<file path="config.mk">
export PLATFORM = sky130hd
export DESIGN_NAME = path_segment_predicate_match_core
export DESIGN_NICKNAME = d
export VERILOG_FILES = /design/src/design/psm_pkg.sv /design/src/design/psm_predicate.sv /design/src/design/path_segment_predicate_match_core.sv
export SDC_FILE = /design/constraint.sdc
export NUM_CORES = 1
export LEC_CHECK = 0
export ABC_CLOCK_PERIOD_IN_PS = 20200
export CAP_MARGIN = 5
export CORE_ASPECT_RATIO = 2
export CORE_MARGIN = 2
export CORE_UTILIZATION = 45
export DETAILED_ROUTE_END_ITERATION = 6
export DONT_BUFFER_PORTS = 1
export PLACE_DENSITY = 0.64
export RECOVER_POWER = 100
export SKIP_LAST_GASP = 1
export SLEW_MARGIN = 10
export SYNTH_ARGS = -nofsm -noshare
export SYNTH_HDL_FRONTEND = slang
export SYNTH_SLANG_ARGS = --single-unit
</file>
<file path="constraint.sdc">
create_clock -name clk_i -period 20.2 [get_ports clk_i]
set_clock_uncertainty 0.05 [all_clocks]
set_input_delay 2.02 -clock clk_i [delete_from_list [all_inputs] [get_ports clk_i]]
set_output_delay 2.02 -clock clk_i [all_outputs]
set_load 0.01 [all_outputs]
</file>
<file path="src/design/psm_pkg.sv">
`timescale 1ns / 1ps
`default_nettype none
// ----------------------------------------------------------------------------
// psm_pkg: shared types and constants for the path segment predicate matcher
// Holds the request payload structs, the configuration bundle and the codes
// used by the match logic and the configuration port.
// ----------------------------------------------------------------------------
package psm_pkg;

  // Default width of the per-path segment position counter.
  localparam int unsigned CounterBitsDef = 16;

  // Configuration port geometry.
  localparam int unsigned CfgIdxW  = 3;
  localparam int unsigned CfgDataW = 64;

  // Register widths.
  localparam int unsigned ModeW  = 7;
  localparam int unsigned ShortW = 16;
  localparam int unsigned WordW  = 64;

  // Bit positions inside match_mode.
  localparam int unsigned ModeNegateBit = 0;
  localparam int unsigned ModeLabelBit  = 1;
  localparam int unsigned ModeNameBit   = 2;
  localparam int unsigned ModeFieldBit  = 3;
  localparam int unsigned ModeIndexBit  = 4;
  localparam int unsigned ModeStepsLsb  = 5;
  localparam int unsigned ModeStepsMsb  = 6;

  // Register indexes on the configuration port.
  typedef enum logic [CfgIdxW-1:0] {
    REG_MATCH_MODE   = 3'd0,
    REG_TARGET_LABEL = 3'd1,
    REG_TARGET_NAME  = 3'd2,
    REG_TARGET_FIELD = 3'd3,
    REG_TARGET_INDEX = 3'd4,
    REG_TARGET_STEPS = 3'd5,
    REG_EXTRA_WORD   = 3'd6
  } cfg_reg_e;

  // Operator applied to the segment position.
  typedef enum logic [1:0] {
    STEPS_NONE = 2'd0,
    STEPS_LT   = 2'd1,
    STEPS_GT   = 2'd2,
    STEPS_EQ   = 2'd3
  } steps_op_e;

  // One incoming path segment.
  typedef struct packed {
    logic        [WordW-1:0]  group_id;
    logic        [WordW-1:0]  def_id;
    logic signed [WordW-1:0]  name_id;
    logic        [WordW-1:0]  position;
    logic        [ShortW-1:0] seg_label;
    logic        [ShortW-1:0] field_id;
    logic        [ShortW-1:0] child_index;
    logic                     last_segment;
  } seg_req_t;

  // One match result.
  typedef struct packed {
    logic                    found;
    logic signed [WordW-1:0] extra_out;
    logic        [WordW-1:0] group_id_out;
    logic        [WordW-1:0] def_id_out;
    logic        [WordW-1:0] position_out;
  } match_rsp_t;

  // Configured predicate, handed to the match logic as one bundle.
  typedef struct packed {
    logic        [ModeW-1:0]  match_mode;
    logic        [ShortW-1:0] target_label;
    logic signed [WordW-1:0]  target_name;
    logic        [ShortW-1:0] target_field;
    logic        [ShortW-1:0] target_index;
    logic        [ShortW-1:0] target_steps;
    logic signed [WordW-1:0]  extra_word;
  } match_cfg_t;

endpackage
`default_nettype wire

</file>
<file path="src/design/psm_predicate.sv">
`timescale 1ns / 1ps
`default_nettype none
// ----------------------------------------------------------------------------
// psm_predicate: segment predicate evaluation
// Compares one segment against the configured targets and its position in
// the path under the steps operator. Purely combinational.
// ----------------------------------------------------------------------------
module psm_predicate #(
  parameter int unsigned COUNTER_BITS = psm_pkg::CounterBitsDef
) (
  input  var psm_pkg::match_cfg_t cfg_i,
  input  var psm_pkg::seg_req_t   seg_i,
  input  wire [COUNTER_BITS-1:0]  pos_i,
  output logic                    pass_o
);

  localparam int unsigned CmpW =
    (COUNTER_BITS > psm_pkg::ShortW) ? COUNTER_BITS : psm_pkg::ShortW;

  logic                 negate;
  logic                 name_ok, label_ok, field_ok, index_ok, steps_ok;
  logic [CmpW-1:0]      pos_ext, steps_ext;
  psm_pkg::steps_op_e   steps_op;

  assign negate   = cfg_i.match_mode[psm_pkg::ModeNegateBit];
  assign steps_op = psm_pkg::steps_op_e'(
    cfg_i.match_mode[psm_pkg::ModeStepsMsb:psm_pkg::ModeStepsLsb]);
  assign pos_ext   = CmpW'(pos_i);
  assign steps_ext = CmpW'(cfg_i.target_steps);

  // Field compares; negate inverts every enabled equality test.
  assign name_ok  = !cfg_i.match_mode[psm_pkg::ModeNameBit] ||
                    ((seg_i.name_id == cfg_i.target_name) ^ negate);
  assign label_ok = !cfg_i.match_mode[psm_pkg::ModeLabelBit] ||
                    ((seg_i.seg_label == cfg_i.target_label) ^ negate);
  assign field_ok = !cfg_i.match_mode[psm_pkg::ModeFieldBit] ||
                    ((seg_i.field_id == cfg_i.target_field) ^ negate);
  assign index_ok = !cfg_i.match_mode[psm_pkg::ModeIndexBit] ||
                    ((seg_i.child_index == cfg_i.target_index) ^ negate);

  // Position compare, unaffected by negate.
  always_comb begin
    case (steps_op)
      psm_pkg::STEPS_NONE: steps_ok = 1'b1;
      psm_pkg::STEPS_LT:   steps_ok = pos_ext < steps_ext;
      psm_pkg::STEPS_GT:   steps_ok = pos_ext > steps_ext;
      psm_pkg::STEPS_EQ:   steps_ok = pos_ext == steps_ext;
      default:             steps_ok = 1'b1;
    endcase
  end

  assign pass_o = name_ok && label_ok && field_ok && index_ok && steps_ok;

endmodule
`default_nettype wire

</file>
<file path="src/design/path_segment_predicate_match_core.sv">
`timescale 1ns / 1ps
`default_nettype none
// A request passes through the input register and then the result register
// before its result leaves the block.
// Throughput: one segment per cycle; the only bubble comes from a stalled
// result register, which holds the input register until the result leaves.
// Reset clears all configuration registers, the position counter, the match
// flag and both valid bits.
// ----------------------------------------------------------------------------
// path_segment_predicate_match_core: first-match search along a path
// Tests every segment of a path against the configured predicate and reports
// the first passing segment, or a not-found result on the last segment.
// ----------------------------------------------------------------------------
module path_segment_predicate_match_core #(
  parameter int unsigned COUNTER_BITS = psm_pkg::CounterBitsDef
) (
  input  wire                             clk_i,
  input  wire                             rst_ni,
  // Segment requests
  input  wire                             in_valid_i,
  output logic                            in_stall_o,
  input  var psm_pkg::seg_req_t           in_data_i,
  // Match results
  output logic                            out_valid_o,
  input  wire                             out_stall_i,
  output psm_pkg::match_rsp_t             out_data_o,
  // Configuration writes
  input  wire                             cfg_we_i,
  input  wire [psm_pkg::CfgIdxW-1:0]      cfg_idx_i,
  input  wire [psm_pkg::CfgDataW-1:0]     cfg_data_i
);

  localparam logic [COUNTER_BITS-1:0] CounterMax = {COUNTER_BITS{1'b1}};

  psm_pkg::match_cfg_t          cfg_q;
  psm_pkg::seg_req_t            seg_q;
  logic                         seg_valid_q;
  psm_pkg::match_rsp_t          rsp_q, rsp_d;
  logic                         out_valid_q;
  logic [COUNTER_BITS-1:0]      counter_q, counter_d;
  logic                         path_done_q, path_done_d;
  logic                         pass;
  logic                         emits;
  logic                         out_free;
  logic                         seg_adv;
  logic                         out_load;
  logic                         in_accept;

  // Configuration registers; unknown indexes are dropped.
  always_ff @(posedge clk_i or negedge rst_ni) begin
    if (!rst_ni) begin
      cfg_q <= '0;
    end else if (cfg_we_i) begin
      case (psm_pkg::cfg_reg_e'(cfg_idx_i))
        psm_pkg::REG_MATCH_MODE:   cfg_q.match_mode   <= cfg_data_i[psm_pkg::ModeW-1:0];
        psm_pkg::REG_TARGET_LABEL: cfg_q.target_label <= cfg_data_i[psm_pkg::ShortW-1:0];
        psm_pkg::REG_TARGET_NAME:  cfg_q.target_name  <= cfg_data_i[psm_pkg::WordW-1:0];
        psm_pkg::REG_TARGET_FIELD: cfg_q.target_field <= cfg_data_i[psm_pkg::ShortW-1:0];
        psm_pkg::REG_TARGET_INDEX: cfg_q.target_index <= cfg_data_i[psm_pkg::ShortW-1:0];
        psm_pkg::REG_TARGET_STEPS: cfg_q.target_steps <= cfg_data_i[psm_pkg::ShortW-1:0];
        psm_pkg::REG_EXTRA_WORD:   cfg_q.extra_word   <= cfg_data_i[psm_pkg::WordW-1:0];
        default: ;
      endcase
    end
  end

  // Predicate on the registered segment.
  psm_predicate #(
    .COUNTER_BITS(COUNTER_BITS)
  ) u_predicate (
    .cfg_i  (cfg_q),
    .seg_i  (seg_q),
    .pos_i  (counter_q),
    .pass_o (pass)
  );

  // Handshake: a segment that produces no result never waits on the output.
  assign emits     = !path_done_q && (pass || seg_q.last_segment);
  assign out_free  = !out_valid_q || !out_stall_i;
  assign seg_adv   = seg_valid_q && (!emits || out_free);
  assign out_load  = seg_adv && emits;
  assign in_stall_o = seg_valid_q && !seg_adv;
  assign in_accept = in_valid_i && !in_stall_o;

  // Result and path state for the segment leaving the input register.
  always_comb begin
    rsp_d       = '0;
    path_done_d = path_done_q;
    counter_d   = counter_q;
    if (pass && !path_done_q) begin
      rsp_d.found        = 1'b1;
      rsp_d.extra_out    = cfg_q.extra_word;
      rsp_d.group_id_out = seg_q.group_id;
      rsp_d.def_id_out   = seg_q.def_id;
      rsp_d.position_out = seg_q.position;
      path_done_d        = 1'b1;
    end
    if (seg_q.last_segment) begin
      counter_d   = '0;
      path_done_d = 1'b0;
    end else if (counter_q != CounterMax) begin
      counter_d = counter_q + 1'b1;
    end
  end

  // Input register and path state.
  always_ff @(posedge clk_i or negedge rst_ni) begin
    if (!rst_ni) begin
      seg_valid_q <= 1'b0;
      counter_q   <= '0;
      path_done_q <= 1'b0;
    end else begin
      if (seg_adv) begin
        counter_q   <= counter_d;
        path_done_q <= path_done_d;
      end
      if (in_accept) begin
        seg_valid_q <= 1'b1;
      end else if (seg_adv) begin
        seg_valid_q <= 1'b0;
      end
    end
  end

  always_ff @(posedge clk_i) begin
    if (in_accept) begin
      seg_q <= in_data_i;
    end
  end

  // Result register.
  always_ff @(posedge clk_i or negedge rst_ni) begin
    if (!rst_ni) begin
      out_valid_q <= 1'b0;
    end else if (out_load) begin
      out_valid_q <= 1'b1;
    end else if (!out_stall_i) begin
      out_valid_q <= 1'b0;
    end
  end

  always_ff @(posedge clk_i) begin
    if (out_load) begin
      rsp_q <= rsp_d;
    end
  end

  assign out_valid_o = out_valid_q;
  assign out_data_o  = rsp_q;

`ifndef SYNTHESIS
  // Once a path has matched, its remaining segments produce nothing.
  a_no_result_after_match: assert property (@(posedge clk_i) disable iff (!rst_ni)
    (seg_adv && path_done_q) |-> !out_load)
    else $error("result produced after a path already matched");

  // A not-found result only comes from the last segment of a path.
  a_notfound_on_last: assert property (@(posedge clk_i) disable iff (!rst_ni)
    (out_load && !rsp_d.found) |-> seg_q.last_segment)
    else $error("not-found result on a segment that is not last");

  // The position counter saturates instead of wrapping.
  a_counter_saturates: assert property (@(posedge clk_i) disable iff (!rst_ni)
    (seg_adv && !seg_q.last_segment && counter_q == CounterMax) |=>
    (counter_q == CounterMax))
    else $error("segment position counter wrapped");

  // Input back-pressure only arises from a stalled, full result register.
  a_stall_cause: assert property (@(posedge clk_i) disable iff (!rst_ni)
    in_stall_o |-> (out_valid_q && out_stall_i))
    else $error("input stalled without output back-pressure");
`endif

endmodule
`default_nettype wire

</file>
==> results of run 1 <==
[cell families (layout without fill, tap and decap cells)]
logic type,after synthesis,in the layout,share of synthesized area (%)
other,0,14,0
and+or+nand+nor,368,368,7.83
AOI/OAI and AO/OA,59,59,1.59
xor gates and xnor gates,113,113,3.43
DFF,780,780,77.3
adders and majority gates,17,17,0.737
muxes,203,203,7.90
buffers and inverters,74,161,1.17
[layout by cell type, fill, tap and decap left out, drive strengths merged, types with 9 or more instances in the layout]
cell,synthesis,routed
a21oi,10,10
and2,256,256
clkbuf,47,109
clkinv,1,18
dfrtp,218,218
diode,0,14
edfxtp,562,562
ha,17,17
inv,18,24
mux2,200,200
nand2,16,16
nand2b,12,12
nand3,9,9
nand4,19,19
nor2,12,12
nor4,20,20
o21ai,23,23
xnor2,49,49
xor2,64,64
[layout make-up]
cell class / instances / area share [%]
clock buffers: 96 / 6.00
multi-input cells: 760 / 19.3
well taps: 798 / 3.14
repair buffers: 15 / 0.200
inverters: 19 / 0.228
clock inverters: 31 / 0.939
flip-flops and latches: 780 / 70.1
diodes: 14 / 0.110
[registers in the layout, indices dropped and copies added (netlist names)]
name         flops
seg_q          305
out_data_o     257
counter_q       16
seg_valid_q      1
out_valid_o      1
path_done_q      1
cfg_q          199
[worst reg2reg max path, stage by stage (launching register included)]
cell and delay, ns:
dfrtp_1 0.39, xor2_1 0.21, nor4_1 0.81, nand4_1 0.32
nor4_1 0.64, mux2_1 0.42, o211ai_1 0.20, a21bo_2 0.22
nor2_1 0.09, nor2b_1 1.47, clkbuf_1 2.42, clkbuf_1 3.30
buf_4 1.08
[where the power goes]
| group | switching, µW | leakage (µW) | internal, µW |
|---|---|---|---|
| clock | 585 | 0.00108 | 721 |
| sequential | 219 | 0.00808 | 2100 |
| combinational | 246 | 0.00234 | 177 |
[through the flow]
stage	setup WS [ns]	power, µW	hold WS (ns)	util, %	instance area (µm²)
floorplan	3.44	2690	0.420	-	28900
global placement	13.30	2750	0.430	46.8	29800
detailed placement	13.25	2780	0.436	46.8	29800
CTS	13.26	4090	0.452	50.3	32000
global route	7.48	4220	0.463	50.1	31800
finish	8.18	4040	0.447	50.1	31800
[worst min-delay path by stage]
stage / start / end / slack, ns
2_1_floorplan: counter_q[12] / counter_q[12] / 0.42
3_3_place_gp: cfg_q[53] / cfg_q[53] / 0.43
3_5_place_dp: cfg_q[52] / cfg_q[52] / 0.44
4_1_cts: cfg_q[8] / cfg_q[8] / 0.45
5_1_grt: cfg_q[79] / cfg_q[79] / 0.46
6_report: cfg_q[18] / cfg_q[18] / 0.45
[per-layer routing]
layer / part of all wire, % / track usage [%] / wire (µm) / vias up
met3: 12 / 11.2 / 8560 / 164
met1: 32 / 21.3 / 23300 / 6740
met4: 3.8 / 9.18 / 2700 / 44
met2: 52 / 37.5 / 37100 / 613
li1: - / - / - / 5938
met5: 0.42 / 0 / 305 / -
==> results.sh, run 1 <==
export IMPL_r2r_start="cfg_q[167]"
export IMPL_dieHeight_um=362
export IMPL_clkTransAtPathRegs_ns=0.06
export IMPL_fmax_mhz=83.2
export IMPL_synth_most_common_cell="edfxtp_1"
export IMPL_ir_worst_vdd_mv=0.0954
export IMPL_die_width_um=183
export IMPL_reg2reg_to="seg_q[200]"
export IMPL_finalMaxSlewViolations=901
export IMPL_required_ns=20.40
export IMPL_power_density_nw_per_um2=127
export IMPL_clockRootBuffer="clkbuf_16"
export IMPL_synth_seq_cells=780
export IMPL_start_util_pct=45.4
export IMPL_maxCapViolations=14
export IMPL_area_delta_synth_final_pct=10.3
export IMPL_post_route_min_period_ns=12.02
export IMPL_ys_warn_count=0
export IMPL_worstHoldPathType="reg -> reg"
export IMPL_synthArstFlopShare_pct=27.9
export IMPL_synth_ff_type="edfxtp_1"
export IMPL_worst_slew_pin_transition_ns=4.50
export IMPL_syn_avg_cell_area_um2=17.9
export IMPL_via_per_inst=5.37
export IMPL_totalWireLength_mm=71.9
export IMPL_fp_coreArea_um2=63600
export IMPL_violations="max-capacitance violations, max-slew violations"
export IMPL_hold_depth=1
export IMPL_crit_start="cfg_q[167]"
export IMPL_cts_tree="built"
export IMPL_synthesis_area_um2=28900
export IMPL_grt_max_degree=219
export IMPL_grt_overflow_total=0
export IMPL_cts_buffer_depth=3
export IMPL_final_period_utilization_pct=59.5
export IMPL_fill_cells=5174
export IMPL_path_buf_inv=3
export IMPL_grt_usage_pct=21.6
export IMPL_drc=0
export IMPL_drive_gt1_share_pct=18.5
export IMPL_cts_sinks=780
export IMPL_hpwl_mm=51.0
export IMPL_path_class="reg -> reg"
export IMPL_cp_slowest_cell="clkbuf_1"
export IMPL_worstPathCellList="xor2_1 > nor4_1 > nand4_1 > nor4_1 > mux2_1 > o211ai_1 > a21bo_2 > nor2_1 > nor2b_1 > clkbuf_1 > clkbuf_1 > buf_4"
export IMPL_r2r_cells=12
export IMPL_hold_viol=0
export IMPL_synthesis_nets=2008
export IMPL_cpPeakStageDelay_ns=3.26
export IMPL_worstSetupEndpointType="flip-flop"
export IMPL_synth_area_leaders="edfxtp_1, dfrtp_1, mux2_2, and2_1, xor2_1"
export IMPL_p_leak_uw=0.0115
export IMPL_drtIter0Drc=812
export IMPL_io_buffer_count=0
export IMPL_ys_seq_area_share_pct=77.3
export IMPL_num_vias=13500
export IMPL_tns_ns=0
export IMPL_register_area_um2=22300
export IMPL_antenna_found_initial=37
export IMPL_crit_cells=12
export IMPL_critPathCapture="seg_q[200]"
export IMPL_multi_input_area_um2=6130
export IMPL_rsz0062_at_grt="no"
export IMPL_status="finished with violations"
export IMPL_synth_cell_types=51
export IMPL_reg2reg_slack_ns=8.18
export IMPL_dieArea_um2=66300
export IMPL_synth_top_area_share_pct=58.4
export IMPL_crit_family="buffers and inverters"
export IMPL_numCtsBuffers=69
export IMPL_setup_viol=0
export IMPL_drtAntennaViolNets=0
export IMPL_synth_edf_count=562
export IMPL_post_place_cells=2372
export IMPL_post_cts_resized=0
export IMPL_start_kind="flip-flop"
export IMPL_synth_commonest_cells="edfxtp_1, and2_1, dfrtp_1, mux2_2, xor2_1"
export IMPL_gp_congestion=0.823
export IMPL_crit_arrival_ns=12.22
export IMPL_row_count=131
export IMPL_grt_pass1_vias=13900
export IMPL_yosysTopAreaCell="edfxtp_1"
export IMPL_post_drt_wl_per_cell_um=28.6
export IMPL_crit_fanout=77
export IMPL_ctsHoldBuffers=0
export IMPL_slew_headroom_pct=-200
export IMPL_clk_insertion_delay_late_ns=0.65
export IMPL_firstDrtPassIters=4
export IMPL_syn_inst=1614
export IMPL_postCtsSetupBuffers=0
export IMPL_grt_pass1_wl_mm=100
export IMPL_num_io_pins=636
export IMPL_htreeDepth=3
export IMPL_layout_nets=2039
export IMPL_final_cells=2513
(Power assumes the default switching activity.)
==> inputs of run 2 (changes only) <==
--- a/config.mk
+++ b/config.mk
@@ -5,7 +5,7 @@
 export SDC_FILE = /design/constraint.sdc
 export NUM_CORES = 1
 export LEC_CHECK = 0
-export ABC_CLOCK_PERIOD_IN_PS = 20200
+export ABC_CLOCK_PERIOD_IN_PS = 11100
 export CAP_MARGIN = 5
 export CORE_ASPECT_RATIO = 2
 export CORE_MARGIN = 2
==> constraint.sdc (replaced) <==
create_clock -name clk_i -period 11.1 [get_ports clk_i]
set_clock_uncertainty 0.05 [all_clocks]
set_input_delay 1.11 -clock clk_i [delete_from_list [all_inputs] [get_ports clk_i]]
set_output_delay 1.11 -clock clk_i [all_outputs]
set_load 0.01 [all_outputs]
==> run 2 against run 1 <==
Effect of this change: the flow still finishes with violations (max-capacitance violations, max-slew violations); clock-buffer cell count is 10 lower; critical path depth decreased by 2; first-iteration DRC count down 4.6%; global-route usage is essentially flat; critical endpoint is now seg_q[182].
==> results.sh, run 2 (synthesis gave the netlist of run 1 again) <==
export IMPL_drc=0
export IMPL_power_density_nw_per_um2=233
export IMPL_post_cts_resized=0
export IMPL_finalMaxSlewViolations=345
export IMPL_via_per_inst=5.42
export IMPL_tns_ns=0
export IMPL_final_cells=2510
export IMPL_grt_pass1_vias=14100
export IMPL_p_leak_uw=0.0116
export IMPL_row_count=131
export IMPL_drtAntennaViolNets=0
export IMPL_post_drt_wl_per_cell_um=28.7
export IMPL_grt_usage_pct=21.6
export IMPL_postCtsSetupBuffers=0
export IMPL_gp_congestion=0.898
export IMPL_worstHoldPathType="in -> async"
export IMPL_status="finished with violations"
export IMPL_rsz0062_at_grt="no"
export IMPL_hold_viol=0
export IMPL_final_cell_mix="edfxtp_1, dfrtp_1, mux2_2, and2_0, and2_1"
export IMPL_start_kind="flip-flop"
export IMPL_top_register="seg_q"
export IMPL_cts_buffer_depth=3
export IMPL_numCtsBuffers=71
export IMPL_fmax_mhz=130
export IMPL_grt_overflow_total=0
export IMPL_slew_headroom_pct=-155
export IMPL_grt_max_degree=219
export IMPL_total_power_uw=7480
export IMPL_hpwl_mm=50.9
export IMPL_worstSetupEndpointType="flip-flop"
export IMPL_post_route_min_period_ns=7.67
export IMPL_drive_gt1_share_pct=19.0
export IMPL_worst_slew_pin_transition_ns=3.83
export IMPL_setup_viol=0
export IMPL_drtIter0Drc=775
export IMPL_start_util_pct=45.4
export IMPL_num_io_pins=636
export IMPL_largest_register_ffs=305
export IMPL_antenna_found_initial=40
export IMPL_num_vias=13600
export IMPL_final_common_cell="edfxtp_1"
export IMPL_ctsHoldBuffers=0
export IMPL_violations="max-capacitance violations, max-slew violations"
export IMPL_postLayoutCoreUtil_pct=50.4
export IMPL_totalWireLength_mm=72.0
export IMPL_dieArea_um2=66300
export IMPL_area_delta_synth_final_pct=11.0
export IMPL_io_buffer_count=0
export IMPL_maxCapViolations=7
export IMPL_post_place_cells=2368
export IMPL_dieHeight_um=362
export IMPL_required_ns=11.19
export IMPL_htreeDepth=3
export IMPL_grt_pass1_wl_mm=100
export IMPL_ir_worst_vdd_mv=0.195
export IMPL_cts_sinks=780
export IMPL_firstDrtPassIters=5
export IMPL_path_class="reg -> reg"
export IMPL_cts_tree="built"
export IMPL_final_period_utilization_pct=69.1
export IMPL_crit_arrival_ns=7.77
export IMPL_crit_fanout=69
export IMPL_layout_nets=2037
export IMPL_die_width_um=183
export IMPL_clkTransAtPathRegs_ns=0.07
export IMPL_fp_coreArea_um2=63600
export IMPL_clockRootBuffer="clkbuf_16"
export IMPL_holdWs_ns=0.137
export IMPL_clk_insertion_delay_late_ns=0.63
-- run 2: cell types whose count changed in the layout (fill, tap and decap cells not counted), moves of 2 or more --
cell	previous run	this run
clkinv_2	12	10
clkbuf_8	4	2
and2_1	88	108
diode_2	14	12
clkinvlp_4	3	5
and2_0	168	148
clkbuf_1	34	16
clkinv_4	2	4
bufinv_16	4	8
clkbuf_16	71	75
buf_12	0	2
clkinv_1	4	11
-- run 2: worst paths after layout --
path / startpoint / endpoint / slack, ns / cells past startpoint
worst max-delay path: cfg_q[170] / seg_q[182] / 3.43 / 10
worst min-delay path: rst_ni / cfg_q[28] / 0.14 / 0
worst max register to register: cfg_q[170] / seg_q[182] / 3.43 / 10
worst min register to register: cfg_q[3] / cfg_q[3] / 0.45 / 1
max in group asynchronous: rst_ni / cfg_q[1] / 10.46 / 0
min in group clk_i: cfg_q[3] / cfg_q[3] / 0.45 / 1
-- run 2: metal layers --
| metal | wire, µm | global-route usage (%) | vias up |
|---|---|---|---|
| li1 | - | - | 5939 |
| met1 | 24300 | 22.0 | 6806 |
| met2 | 36500 | 36.7 | 641 |
| met3 | 7580 | 10.2 | 175 |
| met4 | 3400 | 11.0 | 40 |
| met5 | 275 | 0 | - |
-- run 2: where the power goes --
part | internal, µW | leakage (µW) | total (µW) | switching (µW)
clock | 1440 | 0.00117 | 2530 | 1090
sequential | 3780 | 0.00808 | 4180 | 399
combinational | 321 | 0.00237 | 769 | 448
total | 5550 | 0.0116 | 7480 | 1930
-- run 2: cell type report --
| class | count | area (µm²) |
|---|---|---|
| diodes | 12 | 30.0 |
| multi-input cells | 760 | 6140 |
| repair buffers | 11 | 81.3 |
| well taps | 798 | 998 |
| inverters | 19 | 76.3 |
| clock buffers | 86 | 1940 |
| flip-flops and latches | 780 | 22300 |
| fillers | 5160 | 31500 |
| clock inverters | 44 | 467 |
-- run 2: through the flow --
step / instance area (µm²) / worst slack [ns]
finish: 32100 / 3.43
global route: 32100 / 2.82
CTS: 32200 / 5.46
detailed placement: 29800 / 5.46
global placement: 29800 / 5.51
floorplan: 28900 / 0.517
-- run 2: worst max-delay path, cell delays in order (launching register included) --
cell	delay (ns)
dfrtp_1	0.41
xor2_1	0.17
nor4_1	0.69
nand4_1	0.30
nor4_1	0.44
mux2_1	0.41
o211ai_1	0.31
a21bo_1	0.23
nor2_1	0.10
nor2b_1	1.23
clkbuf_1	2.76
==> inputs of run 3 (changes only) <==
--- a/config.mk
+++ b/config.mk
@@ -5,14 +5,14 @@
 export SDC_FILE = /design/constraint.sdc
 export NUM_CORES = 1
 export LEC_CHECK = 0
-export ABC_CLOCK_PERIOD_IN_PS = 11100
+export ABC_CLOCK_PERIOD_IN_PS = 6900
 export CAP_MARGIN = 5
 export CORE_ASPECT_RATIO = 2
 export CORE_MARGIN = 2
 export CORE_UTILIZATION = 45
 export DETAILED_ROUTE_END_ITERATION = 6
 export DONT_BUFFER_PORTS = 1
-export PLACE_DENSITY = 0.64
+export PLACE_DENSITY = 0.66
 export RECOVER_POWER = 100
 export SKIP_LAST_GASP = 1
 export SLEW_MARGIN = 10
==> constraint.sdc (replaced) <==
create_clock -name clk_i -period 6.9 [get_ports clk_i]
set_clock_uncertainty 0.05 [all_clocks]
set_input_delay 0.69 -clock clk_i [delete_from_list [all_inputs] [get_ports clk_i]]
set_output_delay 0.69 -clock clk_i [all_outputs]
set_load 0.01 [all_outputs]
==> run 3 against run 2 <==
Effect of this change: the flow finishes with violations (design-rule violations, max-capacitance violations, max-slew violations); clock-buffer cell count is 6 lower; sequential power is 61% higher; global-route usage up 0.49 points; total power rose by 62%; core utilization increased by 0.21 points; critical path depth is 1 lower; clock power up 63%; critical endpoint is now out_data_o[40]; largest cell class unchanged; combinational power grew 70%; die area unchanged.
==> results.sh, run 3 (synthesis gave the netlist of run 1 again) <==
export IMPL_drtAntennaViolNets=0
export IMPL_gp_congestion=0.885
export IMPL_critPathCapture="out_data_o[40]"
export IMPL_p_leak_uw=0.0117
export IMPL_clk_insertion_delay_late_ns=0.65
export IMPL_fmax_mhz=178
export IMPL_crit_fanout=42
export IMPL_antenna_found_initial=21
export IMPL_status="finished with violations"
export IMPL_grt_usage_pct=22.1
export IMPL_top_register="seg_q"
export IMPL_drc=1
export IMPL_r2r_start="cfg_q[130]"
export IMPL_dpl_worst_slack_ns=1.66
export IMPL_cts_buffer_depth=3
export IMPL_grt_pass1_vias=14100
export IMPL_fill_cells=5140
export IMPL_start_kind="flip-flop"
export IMPL_clkTransAtPathRegs_ns=0.07
export IMPL_reg2reg_slack_ns=1.29
export IMPL_crit_arrival_ns=5.83
export IMPL_hold_viol=0
export IMPL_fp_coreArea_um2=63600
export IMPL_die_width_um=183
export IMPL_final_period_utilization_pct=81.3
export IMPL_numCtsBuffers=69
export IMPL_r2r_cells=9
export IMPL_final_common_cell="edfxtp_1"
export IMPL_layout_nets=2041
export IMPL_worstSetupEndpointType="flip-flop"
export IMPL_rsz0062_at_grt="no"
export IMPL_cpMostUsedCell="nor4_1"
export IMPL_htreeDepth=3
export IMPL_totalWireLength_mm=73.7
export IMPL_crit_cells=9
export IMPL_postCtsSetupBuffers=0
export IMPL_num_io_pins=636
export IMPL_final_cell_mix="edfxtp_1, dfrtp_1, mux2_2, and2_1, and2_0"
export IMPL_drtIter0Drc=759
export IMPL_path_class="reg -> reg"
export IMPL_worstHoldPathType="in -> reg"
export IMPL_drive_gt1_share_pct=19.7
export IMPL_firstDrtPassIters=7
export IMPL_total_power_uw=12200
export IMPL_hpwl_mm=52.5
export IMPL_cts_sinks=780
export IMPL_min_from="in_data_i[101]"
export IMPL_cp_slowest_cell="a21oi_2"
export IMPL_clockRootBuffer="clkbuf_16"
export IMPL_worstPathCellList="xor2_1 > nor4_1 > nand4_1 > nor4_1 > mux2_1 > o211ai_1 > a21bo_1 > a21oi_2 > buf_4"
export IMPL_finalMaxSlewViolations=268
export IMPL_grt_pass1_wl_mm=102
export IMPL_num_vias=13600
export IMPL_cts_tree="built"
export IMPL_setup_viol=0
export IMPL_io_buffer_count=0
export IMPL_via_per_inst=5.42
export IMPL_grt_overflow_total=0
export IMPL_setup_slack_ns=1.29
export IMPL_crit_start="cfg_q[130]"
export IMPL_largest_register_ffs=305
export IMPL_area_delta_synth_final_pct=11.5
export IMPL_grt_max_degree=219
export IMPL_crit_family="compound AO/OA/AOI/OAI gates"
export IMPL_slew_headroom_pct=-201
export IMPL_reg2reg_to="out_data_o[40]"
export IMPL_maxCapViolations=4
export IMPL_start_util_pct=45.4
export IMPL_postLayoutCoreUtil_pct=50.6
export IMPL_post_route_min_period_ns=5.61
export IMPL_worst_slew_pin_transition_ns=4.52
export IMPL_cpPeakStageDelay_ns=1.29
export IMPL_holdWs_ns=0.0800
export IMPL_ir_worst_vdd_mv=0.307
export IMPL_violations="design-rule violations, max-capacitance violations, max-slew violations"
export IMPL_row_count=131
export IMPL_dieArea_um2=66300
export IMPL_dieHeight_um=362
export IMPL_path_buf_inv=1
export IMPL_power_density_nw_per_um2=378
export IMPL_post_drt_wl_per_cell_um=29.4
export IMPL_required_ns=7.12
## run 3: worst min-delay path by stage
stage                            end  slack [ns]  depth (start not counted)
final                     seg_q[101]        0.08                          0
after global routing      seg_q[231]        0.05                          0
after CTS                 seg_q[258]        0.03                          0
after detailed placement   cfg_q[46]        0.35                          0
after global placement     cfg_q[46]        0.35                          0
after floorplan             cfg_q[0]        0.34                          0
## run 3: final cells by class
cell class	instances	area, µm²	area share (%)
Tap cell	798	998	3.10
Clock buffer	80	1820	5.66
Sequential cell	780	22300	69.4
Clock inverter	47	587	1.82
Timing Repair Buffer	17	193	0.599
Multi-Input combinational cell	760	6160	19.1
Antenna cell	10	25.0	0.0777
Inverter	19	76.3	0.237
## run 3: where the power goes
part           total [µW]  switching (µW)  internal [µW]  leakage (µW)
sequential           6720             643           6070       0.00808
clock                4120            1750           2370       0.00116
combinational        1310             777            538       0.00245
total               12200            3170           8980        0.0117
## run 3: per-layer routing
metal | global-route usage (%) | up-vias | part of all wire, %
li1 | - | 5935 | -
met1 | 22.8 | 6869 | 34
met2 | 38.4 | 643 | 51
met3 | 9.79 | 140 | 10
met4 | 9.69 | 14 | 4.0
met5 | 0 | - | 0.13
## run 3: what timing repair did
| action | in CTS | in global routing |
|---|---|---|
| endpoints found under the hold margin | 218 | 69 |
| resized for setup | 0 | 0 |
| endpoints found under the setup margin | 0 | 0 |
| hold buffers | 1 | 1 |
## run 3: through the flow
stage	instance area, µm²	TNS [ns]	instances
floorplan	28900	-47.49	1614
CTS	32300	0	2499
global route	32200	0	2507
global placement	29800	0	2371
detailed placement	29800	0	2371
finish	32200	0	2511
